==> config.mk <==
export PLATFORM = sky130hd
export DESIGN_NAME = next_register_file_and_paging_core
export DESIGN_NICKNAME = d
export VERILOG_FILES = /design/src/rtl/nrfp_pkg.sv /design/src/rtl/next_register_file_and_paging_core.sv /design/src/rtl/nrfp_ram.sv /design/src/rtl/nrfp_div.sv
export SDC_FILE = /design/constraint.sdc
export NUM_CORES = 2
export LEC_CHECK = 0
export BUFFER_PORTS_ARGS = -buffer_cell sky130_fd_sc_hd__buf_2
export CAP_MARGIN = 25
export CORE_MARGIN = 3
export CORE_UTILIZATION = 60
export CTS_CLUSTER_SIZE = 10
export DETAILED_ROUTE_END_ITERATION = 6
export PLACE_DENSITY = 0.81
export SKIP_CTS_REPAIR_TIMING = 1
export SYNTH_ARGS = -nofsm -noshare
export SYNTH_HDL_FRONTEND = slang
export SYNTH_SLANG_ARGS = --single-unit
export TNS_END_PERCENT = 100
==> constraint.sdc <==
create_clock -name aclk -period 14.75 [get_ports aclk]
set_input_delay 1.475 -clock aclk [delete_from_list [all_inputs] [get_ports aclk]]
set_output_delay 1.475 -clock aclk [all_outputs]
set_load 0.01 [all_outputs]
==> src/rtl/nrfp_pkg.sv <==
package nrfp_pkg;

    localparam int unsigned NUM_PAGES        = 224;
    localparam int unsigned PAPER_START_LINE = 63;

    localparam logic [7:0] ID_VALUE      = 8'd10;
    localparam logic [7:0] VERSION_VALUE = 8'h32;
    localparam logic [7:0] ROM_PAGE      = 8'hFF;

    localparam logic [7:0] REG_ID       = 8'h00;
    localparam logic [7:0] REG_VERSION  = 8'h01;
    localparam logic [7:0] REG_SPEED    = 8'h07;
    localparam logic [7:0] REG_PERIPH3  = 8'h08;
    localparam logic [7:0] REG_SUBVER   = 8'h0E;
    localparam logic [7:0] REG_L2_BANK  = 8'h12;
    localparam logic [7:0] REG_L2_SHBNK = 8'h13;
    localparam logic [7:0] REG_TRANS    = 8'h14;
    localparam logic [7:0] REG_LINE_HI  = 8'h1E;
    localparam logic [7:0] REG_LINE_LO  = 8'h1F;
    localparam logic [7:0] REG_IRQ_CTRL = 8'h22;
    localparam logic [7:0] REG_IRQ_LINE = 8'h23;
    localparam logic [7:0] REG_SPR_TR   = 8'h4A;
    localparam logic [7:0] REG_ULA_TR   = 8'h4B;
    localparam logic [7:0] REG_TM_TR    = 8'h4C;
    localparam logic [7:0] REG_MMU0     = 8'h50;
    localparam logic [7:0] REG_MMU7     = 8'h57;

    localparam logic [1:0] CFG_TPL   = 2'd0;
    localparam logic [1:0] CFG_FRAME = 2'd1;

    typedef enum logic [2:0] {
        ACT_REG_WR,
        ACT_REG_RD,
        ACT_PORT_MAIN,
        ACT_PORT_HIGH,
        ACT_PORT_SPECIAL,
        ACT_PORT_L2,
        ACT_SOFT_RST,
        ACT_HARD_RST
    } action_t;

    function automatic logic [7:0] slot_default(input logic [2:0] s);
        logic [7:0] p;
        unique case (s)
            3'd0, 3'd1: p = ROM_PAGE;
            3'd2:       p = 8'd10;
            3'd3:       p = 8'd11;
            3'd4:       p = 8'd4;
            3'd5:       p = 8'd5;
            3'd6:       p = 8'd0;
            default:    p = 8'd1;
        endcase
        return p;
    endfunction

    function automatic logic is_listed(input logic [7:0] r);
        return (r == REG_SPEED) || (r == REG_TRANS) || (r == REG_SPR_TR) ||
               (r == REG_ULA_TR) || (r == REG_TM_TR) ||
               ((r >= REG_MMU0) && (r <= REG_MMU7));
    endfunction

    function automatic logic [7:0] reg_default(input logic [7:0] r);
        logic [7:0] v;
        v = 8'h00;
        if (r == REG_TRANS || r == REG_ULA_TR) v = 8'hE3;
        else if (r == REG_TM_TR) v = 8'h0F;
        else if (r >= REG_MMU0 && r <= REG_MMU7) v = slot_default(r[2:0]);
        return v;
    endfunction

    function automatic logic [2:0] allram_bank(input logic [1:0] map, input logic [1:0] q);
        logic [2:0] b;
        unique case ({map, q})
            4'h0: b = 3'd0; 4'h1: b = 3'd1; 4'h2: b = 3'd2; 4'h3: b = 3'd3;
            4'h4: b = 3'd4; 4'h5: b = 3'd5; 4'h6: b = 3'd6; 4'h7: b = 3'd7;
            4'h8: b = 3'd4; 4'h9: b = 3'd5; 4'hA: b = 3'd6; 4'hB: b = 3'd3;
            4'hC: b = 3'd4; 4'hD: b = 3'd7; 4'hE: b = 3'd6;
            default: b = 3'd3;
        endcase
        return b;
    endfunction

endpackage

==> src/rtl/next_register_file_and_paging_core.sv <==
// Raster line reads run up to four 20-step divisions in the serial divider. One
// request is worked on at a time; the last result is held in the output register
// while the next request is accepted.
// Reset: synchronous, active low; register store defaults come from per-entry
// valid bits, so no clearing pass is needed.
module next_register_file_and_paging_core import nrfp_pkg::*; (
    input  logic        aclk,
    input  logic        aresetn,
    input  logic        s_valid,
    output logic        s_ready,
    input  logic [2:0]  s_action,
    input  logic [7:0]  s_reg_index,
    input  logic [7:0]  s_data,
    input  logic [19:0] s_cpu_tstates,
    output logic        m_valid,
    input  logic        m_ready,
    output logic        m_kind,
    output logic [7:0]  m_read_data,
    output logic [2:0]  m_mmu_slot,
    output logic [7:0]  m_mmu_page,
    output logic        m_last,
    output logic        m_line_irq_enabled,
    output logic        m_ula_irq_disabled,
    output logic [8:0]  m_line_irq_line,
    output logic        m_layer2_write_active,
    output logic [7:0]  m_layer2_page,
    output logic        m_video_shadow,
    output logic        m_rom_select,
    input  logic        cfg_valid,
    output logic        cfg_ready,
    input  logic [1:0]  cfg_index,
    input  logic [17:0] cfg_data
);

    typedef enum logic [2:0] {
        S_IDLE, S_READ, S_DIV, S_GEN, S_COMMIT, S_EMIT
    } state_t;

    state_t      state_reg;
    action_t     act_reg;
    logic [7:0]  idx_reg;
    logic [7:0]  dat_reg;
    logic [19:0] ts_reg;

    logic [9:0]  tpl_reg;
    logic [17:0] frame_reg;

    logic [7:0]  slot_pages_reg [8];
    logic [7:0]  main_reg;
    logic [3:0]  high_reg;
    logic [7:0]  special_reg;
    logic [7:0]  l2_reg;
    logic [8:0]  irq_line_reg;
    logic [1:0]  irq_flags_reg;
    logic [2:0]  latches_reg;
    logic        rom_in_use_reg;
    logic [1:0]  speed_reg;
    logic        r08_b6_reg;
    logic [7:0]  r12_reg;
    logic [7:0]  r13_reg;
    logic [255:0] vld_reg;
    logic        hit_reg;

    logic [2:0]  k_reg;
    logic [3:0]  cnt_reg;
    logic [2:0]  ei_reg;
    logic [2:0]  pend_slot_reg [8];
    logic [7:0]  pend_page_reg [8];
    logic [7:0]  rd_reg;

    logic [1:0]  phase_reg;
    logic        div_start_reg;
    logic [19:0] div_a_reg;
    logic [17:0] div_b_reg;
    logic [17:0] lines_reg;
    logic [17:0] line_reg;

    logic        div_done;
    logic [19:0] div_q;
    logic [17:0] div_r;
    logic [7:0]  mem_rdata;
    logic        mem_we;

    logic        m_valid_reg;
    logic        m_kind_reg;
    logic [7:0]  m_read_data_reg;
    logic [2:0]  m_slot_reg;
    logic [7:0]  m_page_reg;
    logic        m_last_reg;
    logic        m_lie_reg;
    logic        m_uid_reg;
    logic [8:0]  m_line_reg;
    logic        m_l2a_reg;
    logic [7:0]  m_l2p_reg;
    logic        m_vs_reg;
    logic        m_rom_reg;

    logic        c_vld;
    logic [2:0]  c_slot;
    logic [7:0]  c_page;
    logic [6:0]  bank;
    logic        bank_ok;
    logic        main_ignored;
    logic [7:0]  l2_bank;
    logic [9:0]  l2_pg;
    logic        l2_act;
    logic [17:0] raster;
    logic        load;
    logic        is_last;

    nrfp_ram #(.WIDTH(8), .DEPTH(256)) u_store (
        .aclk  (aclk),
        .we    (mem_we),
        .waddr (idx_reg),
        .wdata (dat_reg),
        .raddr ((state_reg == S_IDLE) ? s_reg_index : idx_reg),
        .rdata (mem_rdata)
    );

    nrfp_div u_div (
        .aclk      (aclk),
        .aresetn   (aresetn),
        .start     (div_start_reg),
        .dividend  (div_a_reg),
        .divisor   (div_b_reg),
        .done      (div_done),
        .quotient  (div_q),
        .remainder (div_r)
    );

    assign mem_we       = (state_reg == S_COMMIT) && (act_reg == ACT_REG_WR);
    assign main_ignored = latches_reg[0] && !r08_b6_reg;
    assign bank = {(act_reg == ACT_PORT_HIGH) ? dat_reg[3:0] : high_reg,
                   (act_reg == ACT_PORT_MAIN) ? dat_reg[2:0] : main_reg[2:0]};
    assign bank_ok = {1'b0, bank} < 8'(NUM_PAGES / 2);

    always_comb begin
        c_vld  = 1'b0;
        c_slot = k_reg;
        c_page = '0;
        unique case (act_reg)
            ACT_REG_WR: begin
                c_vld  = (k_reg == 3'd0) && (idx_reg >= REG_MMU0) && (idx_reg <= REG_MMU7);
                c_slot = idx_reg[2:0];
                c_page = dat_reg;
            end
            ACT_PORT_MAIN: begin
                if (k_reg[2:1] == 2'b00) begin
                    c_vld  = !main_ignored && bank_ok;
                    c_slot = {2'b11, k_reg[0]};
                    c_page = {bank, k_reg[0]};
                end else if (k_reg[2:1] == 2'b01) begin
                    c_vld  = !main_ignored && !special_reg[0] &&
                             (slot_pages_reg[{2'b00, k_reg[0]}] == ROM_PAGE);
                    c_slot = {2'b00, k_reg[0]};
                    c_page = ROM_PAGE;
                end
            end
            ACT_PORT_HIGH: begin
                c_vld  = (k_reg[2:1] == 2'b00) && bank_ok;
                c_slot = {2'b11, k_reg[0]};
                c_page = {bank, k_reg[0]};
            end
            ACT_PORT_SPECIAL: begin
                if (dat_reg[0]) begin
                    c_vld  = 1'b1;
                    c_page = {4'b0000, allram_bank(dat_reg[2:1], k_reg[2:1]), k_reg[0]};
                end else if (k_reg[2:1] == 2'b00) begin
                    c_vld  = slot_pages_reg[k_reg] == ROM_PAGE;
                    c_page = ROM_PAGE;
                end else if (k_reg[2:1] == 2'b11) begin
                    c_vld  = bank_ok;
                    c_page = {bank, k_reg[0]};
                end else begin
                    c_vld  = 1'b1;
                    c_page = slot_default(k_reg);
                end
            end
            default: c_vld = 1'b0;
        endcase
    end

    assign l2_bank = l2_reg[3] ? r13_reg : r12_reg;
    assign l2_pg   = {({1'b0, l2_bank} + {7'b0, l2_reg[7:6]}), 1'b0};
    assign l2_act  = l2_reg[0] && ((l2_pg + 10'd1) < 10'(NUM_PAGES));
    assign raster  = (line_reg >= div_r) ? (line_reg - div_r) : (line_reg + lines_reg - div_r);
    assign load    = !m_valid_reg || m_ready;
    assign is_last = (cnt_reg == 4'd0) || ({1'b0, ei_reg} == (cnt_reg - 4'd1));

    always_ff @(posedge aclk) begin
        if (!aresetn) begin
            state_reg      <= S_IDLE;
            tpl_reg        <= 10'd228;
            frame_reg      <= 18'd70908;
            main_reg       <= '0;
            high_reg       <= '0;
            special_reg    <= '0;
            l2_reg         <= '0;
            irq_line_reg   <= '0;
            irq_flags_reg  <= '0;
            latches_reg    <= '0;
            rom_in_use_reg <= 1'b0;
            speed_reg      <= '0;
            r08_b6_reg     <= 1'b0;
            r12_reg        <= '0;
            r13_reg        <= '0;
            vld_reg        <= '0;
            div_start_reg  <= 1'b0;
            m_valid_reg    <= 1'b0;
            for (int i = 0; i < 8; i++) begin
                slot_pages_reg[i] <= slot_default(3'(i));
            end
        end else begin
            div_start_reg <= 1'b0;
            if (cfg_valid) begin
                if (cfg_index == CFG_TPL) tpl_reg <= cfg_data[9:0];
                else if (cfg_index == CFG_FRAME) frame_reg <= cfg_data;
            end
            if (m_ready) m_valid_reg <= 1'b0;

            unique case (state_reg)
                S_IDLE: begin
                    if (s_valid) begin
                        act_reg <= action_t'(s_action);
                        idx_reg <= s_reg_index;
                        dat_reg <= s_data;
                        ts_reg  <= s_cpu_tstates;
                        hit_reg <= vld_reg[s_reg_index];
                        rd_reg  <= '0;
                        k_reg   <= '0;
                        cnt_reg <= '0;
                        state_reg <= (action_t'(s_action) == ACT_REG_RD) ? S_READ : S_GEN;
                    end
                end
                S_READ: begin
                    state_reg <= S_COMMIT;
                    if (idx_reg == REG_ID) rd_reg <= ID_VALUE;
                    else if (idx_reg == REG_VERSION) rd_reg <= VERSION_VALUE;
                    else if (idx_reg == REG_SUBVER) rd_reg <= 8'h00;
                    else if (idx_reg == REG_SPEED) rd_reg <= {2'b00, speed_reg, 2'b00, speed_reg};
                    else if (idx_reg == REG_LINE_HI || idx_reg == REG_LINE_LO) begin
                        if (tpl_reg != '0) begin
                            div_start_reg <= 1'b1;
                            div_a_reg     <= {2'b00, frame_reg};
                            div_b_reg     <= {8'b0, tpl_reg};
                            phase_reg     <= 2'd0;
                            state_reg     <= S_DIV;
                        end
                    end
                    else if (idx_reg >= REG_MMU0 && idx_reg <= REG_MMU7)
                        rd_reg <= slot_pages_reg[idx_reg[2:0]];
                    else rd_reg <= hit_reg ? mem_rdata : reg_default(idx_reg);
                end
                S_DIV: begin
                    if (div_done) begin
                        unique case (phase_reg)
                            2'd0: begin
                                lines_reg <= div_q[17:0];
                                if (div_q == '0) state_reg <= S_COMMIT;
                                else begin
                                    div_start_reg <= 1'b1;
                                    div_a_reg     <= ts_reg >> speed_reg;
                                    phase_reg     <= 2'd1;
                                end
                            end
                            2'd1: begin
                                div_start_reg <= 1'b1;
                                div_a_reg     <= div_q;
                                div_b_reg     <= lines_reg;
                                phase_reg     <= 2'd2;
                            end
                            2'd2: begin
                                line_reg      <= div_r;
                                div_start_reg <= 1'b1;
                                div_a_reg     <= 20'(PAPER_START_LINE);
                                phase_reg     <= 2'd3;
                            end
                            default: begin
                                rd_reg    <= (idx_reg == REG_LINE_HI) ? {7'b0, raster[8]}
                                                                      : raster[7:0];
                                state_reg <= S_COMMIT;
                            end
                        endcase
                    end
                end
                S_GEN: begin
                    if (c_vld) begin
                        pend_slot_reg[cnt_reg[2:0]] <= c_slot;
                        pend_page_reg[cnt_reg[2:0]] <= c_page;
                        cnt_reg <= cnt_reg + 4'd1;
                        slot_pages_reg[c_slot] <= c_page;
                    end
                    k_reg <= k_reg + 3'd1;
                    if (k_reg == 3'd7) state_reg <= S_COMMIT;
                end
                S_COMMIT: begin
                    ei_reg    <= '0;
                    state_reg <= S_EMIT;
                    unique case (act_reg)
                        ACT_REG_WR: begin
                            vld_reg[idx_reg] <= 1'b1;
                            if (idx_reg == REG_IRQ_CTRL) begin
                                irq_flags_reg   <= dat_reg[2:1];
                                irq_line_reg[8] <= dat_reg[0];
                            end
                            if (idx_reg == REG_IRQ_LINE) irq_line_reg[7:0] <= dat_reg;
                            if (idx_reg == REG_SPEED) speed_reg <= dat_reg[1:0];
                            if (idx_reg == REG_PERIPH3) r08_b6_reg <= dat_reg[6];
                            if (idx_reg == REG_L2_BANK) r12_reg <= dat_reg;
                            if (idx_reg == REG_L2_SHBNK) r13_reg <= dat_reg;
                        end
                        ACT_PORT_MAIN: begin
                            if (!main_ignored) begin
                                main_reg    <= dat_reg;
                                latches_reg <= {dat_reg[3], dat_reg[4],
                                                latches_reg[0] | dat_reg[5]};
                                if (!special_reg[0]) rom_in_use_reg <= dat_reg[4];
                            end
                        end
                        ACT_PORT_HIGH: high_reg <= dat_reg[3:0];
                        ACT_PORT_SPECIAL: begin
                            special_reg <= dat_reg;
                            if (!dat_reg[0]) rom_in_use_reg <= latches_reg[1];
                        end
                        ACT_PORT_L2: l2_reg <= dat_reg;
                        ACT_SOFT_RST, ACT_HARD_RST: begin
                            main_reg       <= '0;
                            high_reg       <= '0;
                            special_reg    <= '0;
                            l2_reg         <= '0;
                            irq_line_reg   <= '0;
                            irq_flags_reg  <= '0;
                            latches_reg    <= '0;
                            rom_in_use_reg <= 1'b0;
                            speed_reg      <= '0;
                            for (int i = 0; i < 8; i++) begin
                                slot_pages_reg[i] <= slot_default(3'(i));
                            end
                            if (act_reg == ACT_HARD_RST) begin
                                vld_reg    <= '0;
                                r08_b6_reg <= 1'b0;
                                r12_reg    <= '0;
                                r13_reg    <= '0;
                            end else begin
                                for (int i = 0; i < 256; i++) begin
                                    if (is_listed(8'(i))) vld_reg[i] <= 1'b0;
                                end
                            end
                        end
                        default: ;
                    endcase
                end
                S_EMIT: begin
                    if (load) begin
                        m_valid_reg     <= 1'b1;
                        m_kind_reg      <= cnt_reg != '0;
                        m_read_data_reg <= (cnt_reg != '0) ? 8'h00 : rd_reg;
                        m_slot_reg      <= (cnt_reg != '0) ? pend_slot_reg[ei_reg] : 3'd0;
                        m_page_reg      <= (cnt_reg != '0) ? pend_page_reg[ei_reg] : 8'h00;
                        m_last_reg      <= is_last;
                        m_lie_reg       <= irq_flags_reg[0];
                        m_uid_reg       <= irq_flags_reg[1];
                        m_line_reg      <= irq_line_reg;
                        m_l2a_reg       <= l2_act;
                        m_l2p_reg       <= l2_act ? l2_pg[7:0] : 8'h00;
                        m_vs_reg        <= latches_reg[2];
                        m_rom_reg       <= rom_in_use_reg;
                        ei_reg          <= ei_reg + 3'd1;
                        if (is_last) state_reg <= S_IDLE;
                    end
                end
                default: state_reg <= S_IDLE;
            endcase
        end
    end

    assign s_ready               = state_reg == S_IDLE;
    assign cfg_ready             = 1'b1;
    assign m_valid               = m_valid_reg;
    assign m_kind                = m_kind_reg;
    assign m_read_data           = m_read_data_reg;
    assign m_mmu_slot            = m_slot_reg;
    assign m_mmu_page            = m_page_reg;
    assign m_last                = m_last_reg;
    assign m_line_irq_enabled    = m_lie_reg;
    assign m_ula_irq_disabled    = m_uid_reg;
    assign m_line_irq_line       = m_line_reg;
    assign m_layer2_write_active = m_l2a_reg;
    assign m_layer2_page         = m_l2p_reg;
    assign m_video_shadow        = m_vs_reg;
    assign m_rom_select          = m_rom_reg;

endmodule

==> src/rtl/nrfp_ram.sv <==
module nrfp_ram #(
    parameter int WIDTH = 8,
    parameter int DEPTH = 256
) (
    input  logic                     aclk,
    input  logic                     we,
    input  logic [$clog2(DEPTH)-1:0] waddr,
    input  logic [WIDTH-1:0]         wdata,
    input  logic [$clog2(DEPTH)-1:0] raddr,
    output logic [WIDTH-1:0]         rdata
);

    logic [WIDTH-1:0] mem [DEPTH];

    always_ff @(posedge aclk) begin
        if (we) begin
            mem[waddr] <= wdata;
        end
        rdata <= mem[raddr];
    end

endmodule

==> src/rtl/nrfp_div.sv <==
module nrfp_div import nrfp_pkg::*; (
    input  logic        aclk,
    input  logic        aresetn,
    input  logic        start,
    input  logic [19:0] dividend,
    input  logic [17:0] divisor,
    output logic        done,
    output logic [19:0] quotient,
    output logic [17:0] remainder
);

    logic        busy_reg;
    logic        done_reg;
    logic [4:0]  cnt_reg;
    logic [19:0] q_reg;
    logic [17:0] r_reg;
    logic [17:0] d_reg;
    logic [18:0] shifted;
    logic [19:0] trial;

    assign shifted = {r_reg, q_reg[19]};
    assign trial   = {1'b0, shifted} - {2'b00, d_reg};

    always_ff @(posedge aclk) begin
        if (!aresetn) begin
            busy_reg <= 1'b0;
            done_reg <= 1'b0;
            cnt_reg  <= '0;
        end else begin
            done_reg <= 1'b0;
            if (start) begin
                busy_reg <= 1'b1;
                cnt_reg  <= '0;
                q_reg    <= dividend;
                r_reg    <= '0;
                d_reg    <= divisor;
            end else if (busy_reg) begin
                if (!trial[19]) begin
                    r_reg <= trial[17:0];
                    q_reg <= {q_reg[18:0], 1'b1};
                end else begin
                    r_reg <= shifted[17:0];
                    q_reg <= {q_reg[18:0], 1'b0};
                end
                cnt_reg <= cnt_reg + 5'd1;
                if (cnt_reg == 5'd19) begin
                    busy_reg <= 1'b0;
                    done_reg <= 1'b1;
                end
            end
        end
    end

    assign done      = done_reg;
    assign quotient  = q_reg;
    assign remainder = r_reg;

endmodule

==> summary.md <==
| Metric | Value |
|---|---|
| CP most frequent cell | buf_4 |
| Critical-path top delay cell | a311oi_1 |
| Worst-path fanout max | between 40 and 50 |
| Data arrival, critical path | ~7.4 ns |
| Post-Synthesis Cells | 7749 |
| Register area share after synthesis | 71.0% |
| GRT Util Overall | about a third |
| Multi-input gate area | 30600 sq um |
| Worst-path cell chain | buf_2 -> or4b_1 -> nand2_4 -> buf_4 -> buf_4 -> buf_4 -> mux4_2 -> a311oi_1 -> o21ai_0 -> or4_1 |
| H-tree level count | 5 |
| Post-DP HPWL | 194 mm |
| Final worst slack | 8.24 ns |
| Largest area contributor in the netlist | edfxtp_1 |
| Rows | roughly 160 |
| Total power | 22.5 mW |
| Most used DFF post-synth | edfxtp_1 |
| Vias in the first global route | 72013 |
| Die Y | 440 microns |
| Minimum clock period after layout | 6.51 ns |
| Final setup viols | 0 |
| Highest routed layer | met5 |
| Initial drt markers | around 14000 |
| Stages on the worst setup path | 10 |
| Buf+Inv Stages, Crit Path | 4 |
| Fill count | approximately 12000 |
| Vias per cell | just over 7 |
| Hold Path Class | reg -> reg |
| Fin. Hold Viols | 0 |
| Crit Path Category | in -> reg |
| First-pass GRT wire length | 480 mm |
| Synth warnings | 0 |
| Crit-path leading delay family | buffers and inverters |
| Failing checks | DRC |
| Slowest stage delay, CP | slightly above 0.9 ns |
| WL met2 | 149 mm |
| Buffers added on ports | 107 |
| Leak Pwr | approximately 41 nW |
| Largest register FFs | 2048 |
| Async set-reset flop share out of synthesis | 0% |
| TritonRoute pass-1 iters | 7 |
| Final antenna-violating net count | 0 |
| Die X | 440 microns |
| Synth-to-layout area growth | 11.2% |
| Hold depth | 0 |
| R2r startpoint | state_reg[0] |
| Register Area | between 80000 and 90000 sq um |
| CP Launch Type | input port |
| Run status | finished, violations left |
| DRC | 6 |
| Mapped Area | 113000 sq um |
| Worst Skew | 0.0742 ns |
| Fraction of layout cells with a size suffix above 1 | 14.7% |
| Placed cells | 10036 |
| Net count after synthesis | a little under 8000 |
| Num ports | 110 |
| CTS max path bufs | 4 |
| Peak supply drop | 178 uV |
| Crit share post-route | 44.1% |
| Clk slew on worst S/H paths | 0.06 ns |
| Initial Util | 60.6% |
| Worst hold slack | 0.418 ns |
| Yosys reg bits | 2788 |
| Number of synthesized flops with an enable pin | 2432 |
| Later-pin clock latency in the skew report | 0.97 ns |
| CP startpoint | s_reg_index[1] |
| Nets@finish | 8067 |
| Dpl ws | 7.54 ns |
| Largest cells by area after synthesis | edfxtp_1, mux4_2, dfxtp_1, nand2_1, nor2_1 |
| Clock sink count | 2788 |
| Largest net degree at the start of global routing | 257 |
| Yosys cell types | 86 |
| M1 WL | 107 mm |
| # Max-Cap Violations | 0 |
| Core ar. | 186000 sq um |
| Slew Limit Fails | 0 |
| Antenna violations before repair | 22 |
| Routed wl met3 | between 50 and 60 mm |
| PD cells | 179 nW/um^2 |
| Crit path required time | 15.59 ns |
| Clock root buffer | clkbuf_16 |
| CTS Buf Count | 331 |
| Vias | 74200 |
| Slew headroom | under 10% |
| Fin cells | roughly 11000 |
| Area share of the largest cell type after synthesis | roughly two thirds |
| Drt total wl | 332 mm |
| HP Start | div_b_reg[14] |
| GPL Wtd Cong | about 0.94 |
| Unrepaired setup endpoints after global routing | false |
| Critical path endpoint category | flop |
| Die area | 193000 sq um |
| Setup TNS | 0 ns |
| Actual slew at the worst max-slew pin | 1.37 ns |
| Fmax | 154 MHz |
| Avg WL per Cell | 31.6 microns |
| CTS tree | done |
| GRT Residual Overflow | 0 |
| Mean Syn Cell Area | 14.6 sq um |
| Worst Reg-to-Reg Cells | 9 |
## layout make-up
class,count,area share (%)
clock inverters,9,0.0608
repair buffers,314,1.96
flip-flops and latches,2788,63.8
clock buffers,411,6.95
well taps,2480,2.47
diodes,21,0.0419
inverters,109,0.326
multi-input cells,4380,24.3
## stage by stage
stage | util (%) | instance area (sq um)
detailed placement | 62.4 | 116000
floorplan | - | 113000
CTS | 67.2 | 125000
finish | 67.4 | 126000
global route | 67.4 | 125000
global placement | 62.3 | 116000
## worst paths after layout
check	to	slack, ns
max	u_store.rdata[0]	8.24
min	u_div.d_reg[14]	0.42
max reg2reg	u_store.rdata[2]	8.26
min reg2reg	u_div.d_reg[14]	0.42
## cells in the mapped netlist, types with 9 or more instances
cell type,n
and2_1,34
a2111oi_0,13
or3_1,17
buf_1,46
inv_1,106
nand2b_1,38
o31ai_1,14
and3_1,51
a21o_1,19
buf_6,27
a211oi_1,21
nand3_1,297
o211ai_1,25
buf_4,23
a22oi_1,37
mux2_2,39
o21ai_0,125
o2111ai_1,24
a41oi_1,11
fa_1,11
edfxtp_1,2432
clkbuf_1,291
nand2_1,1062
or2_2,11
a311oi_1,29
o22ai_1,63
a31oi_1,125
nor2_1,823
o21a_1,9
a21oi_1,443
ha_1,68
xnor2_1,28
dfxtp_1,356
nand4_1,66
a221oi_1,21
buf_2,83
mux4_2,386
mux2i_1,175
nor4_1,19
a32oi_1,21
nor3_1,72
xor2_1,17
nor2b_1,33
## per-layer routing
metal	track usage (%)	up-vias
li1	-	29624
met1	43.0	36215
met2	50.4	6742
met3	12.1	1601
met4	21.4	18
met5	0	-
## power by group
group	total [mW]	internal (mW)	switching, mW
Sequential	8.93	8.81	0.120
Combinational	6.54	1.97	4.57
Clock	7.03	4.08	2.96
## placed cells by master (no fill, tap or decap), drive strengths merged, types with 68 or more instances in the layout
cell / synthesis / final
edfxtp: 2432 / 2432
inv: 107 / 111
ha: 68 / 68
mux2i: 175 / 175
dfxtp: 356 / 356
nand3: 297 / 297
clkbuf: 291 / 414
a21oi: 443 / 443
o21ai: 133 / 133
a31oi: 125 / 125
nand2: 1062 / 1062
mux4: 391 / 391
nor2: 825 / 825
buf: 181 / 310
nor3: 72 / 72
## kinds of logic after synthesis
kind of cell             after synthesis  share of synthesized area (%)
multiplexers                         605                           9.75
other                                  2                        0.00665
XOR/XNOR                              45                          0.349
buffers and inverters                581                           2.30
AO/OA/AOI/OAI                       1085                           5.97
AND/OR/NAND/NOR                     2564                           9.69
flip-flops                          2788                           71.0
adder cells (fa/ha/maj)               79                          0.948
Note: power is estimated with default switching activity, not from simulation.
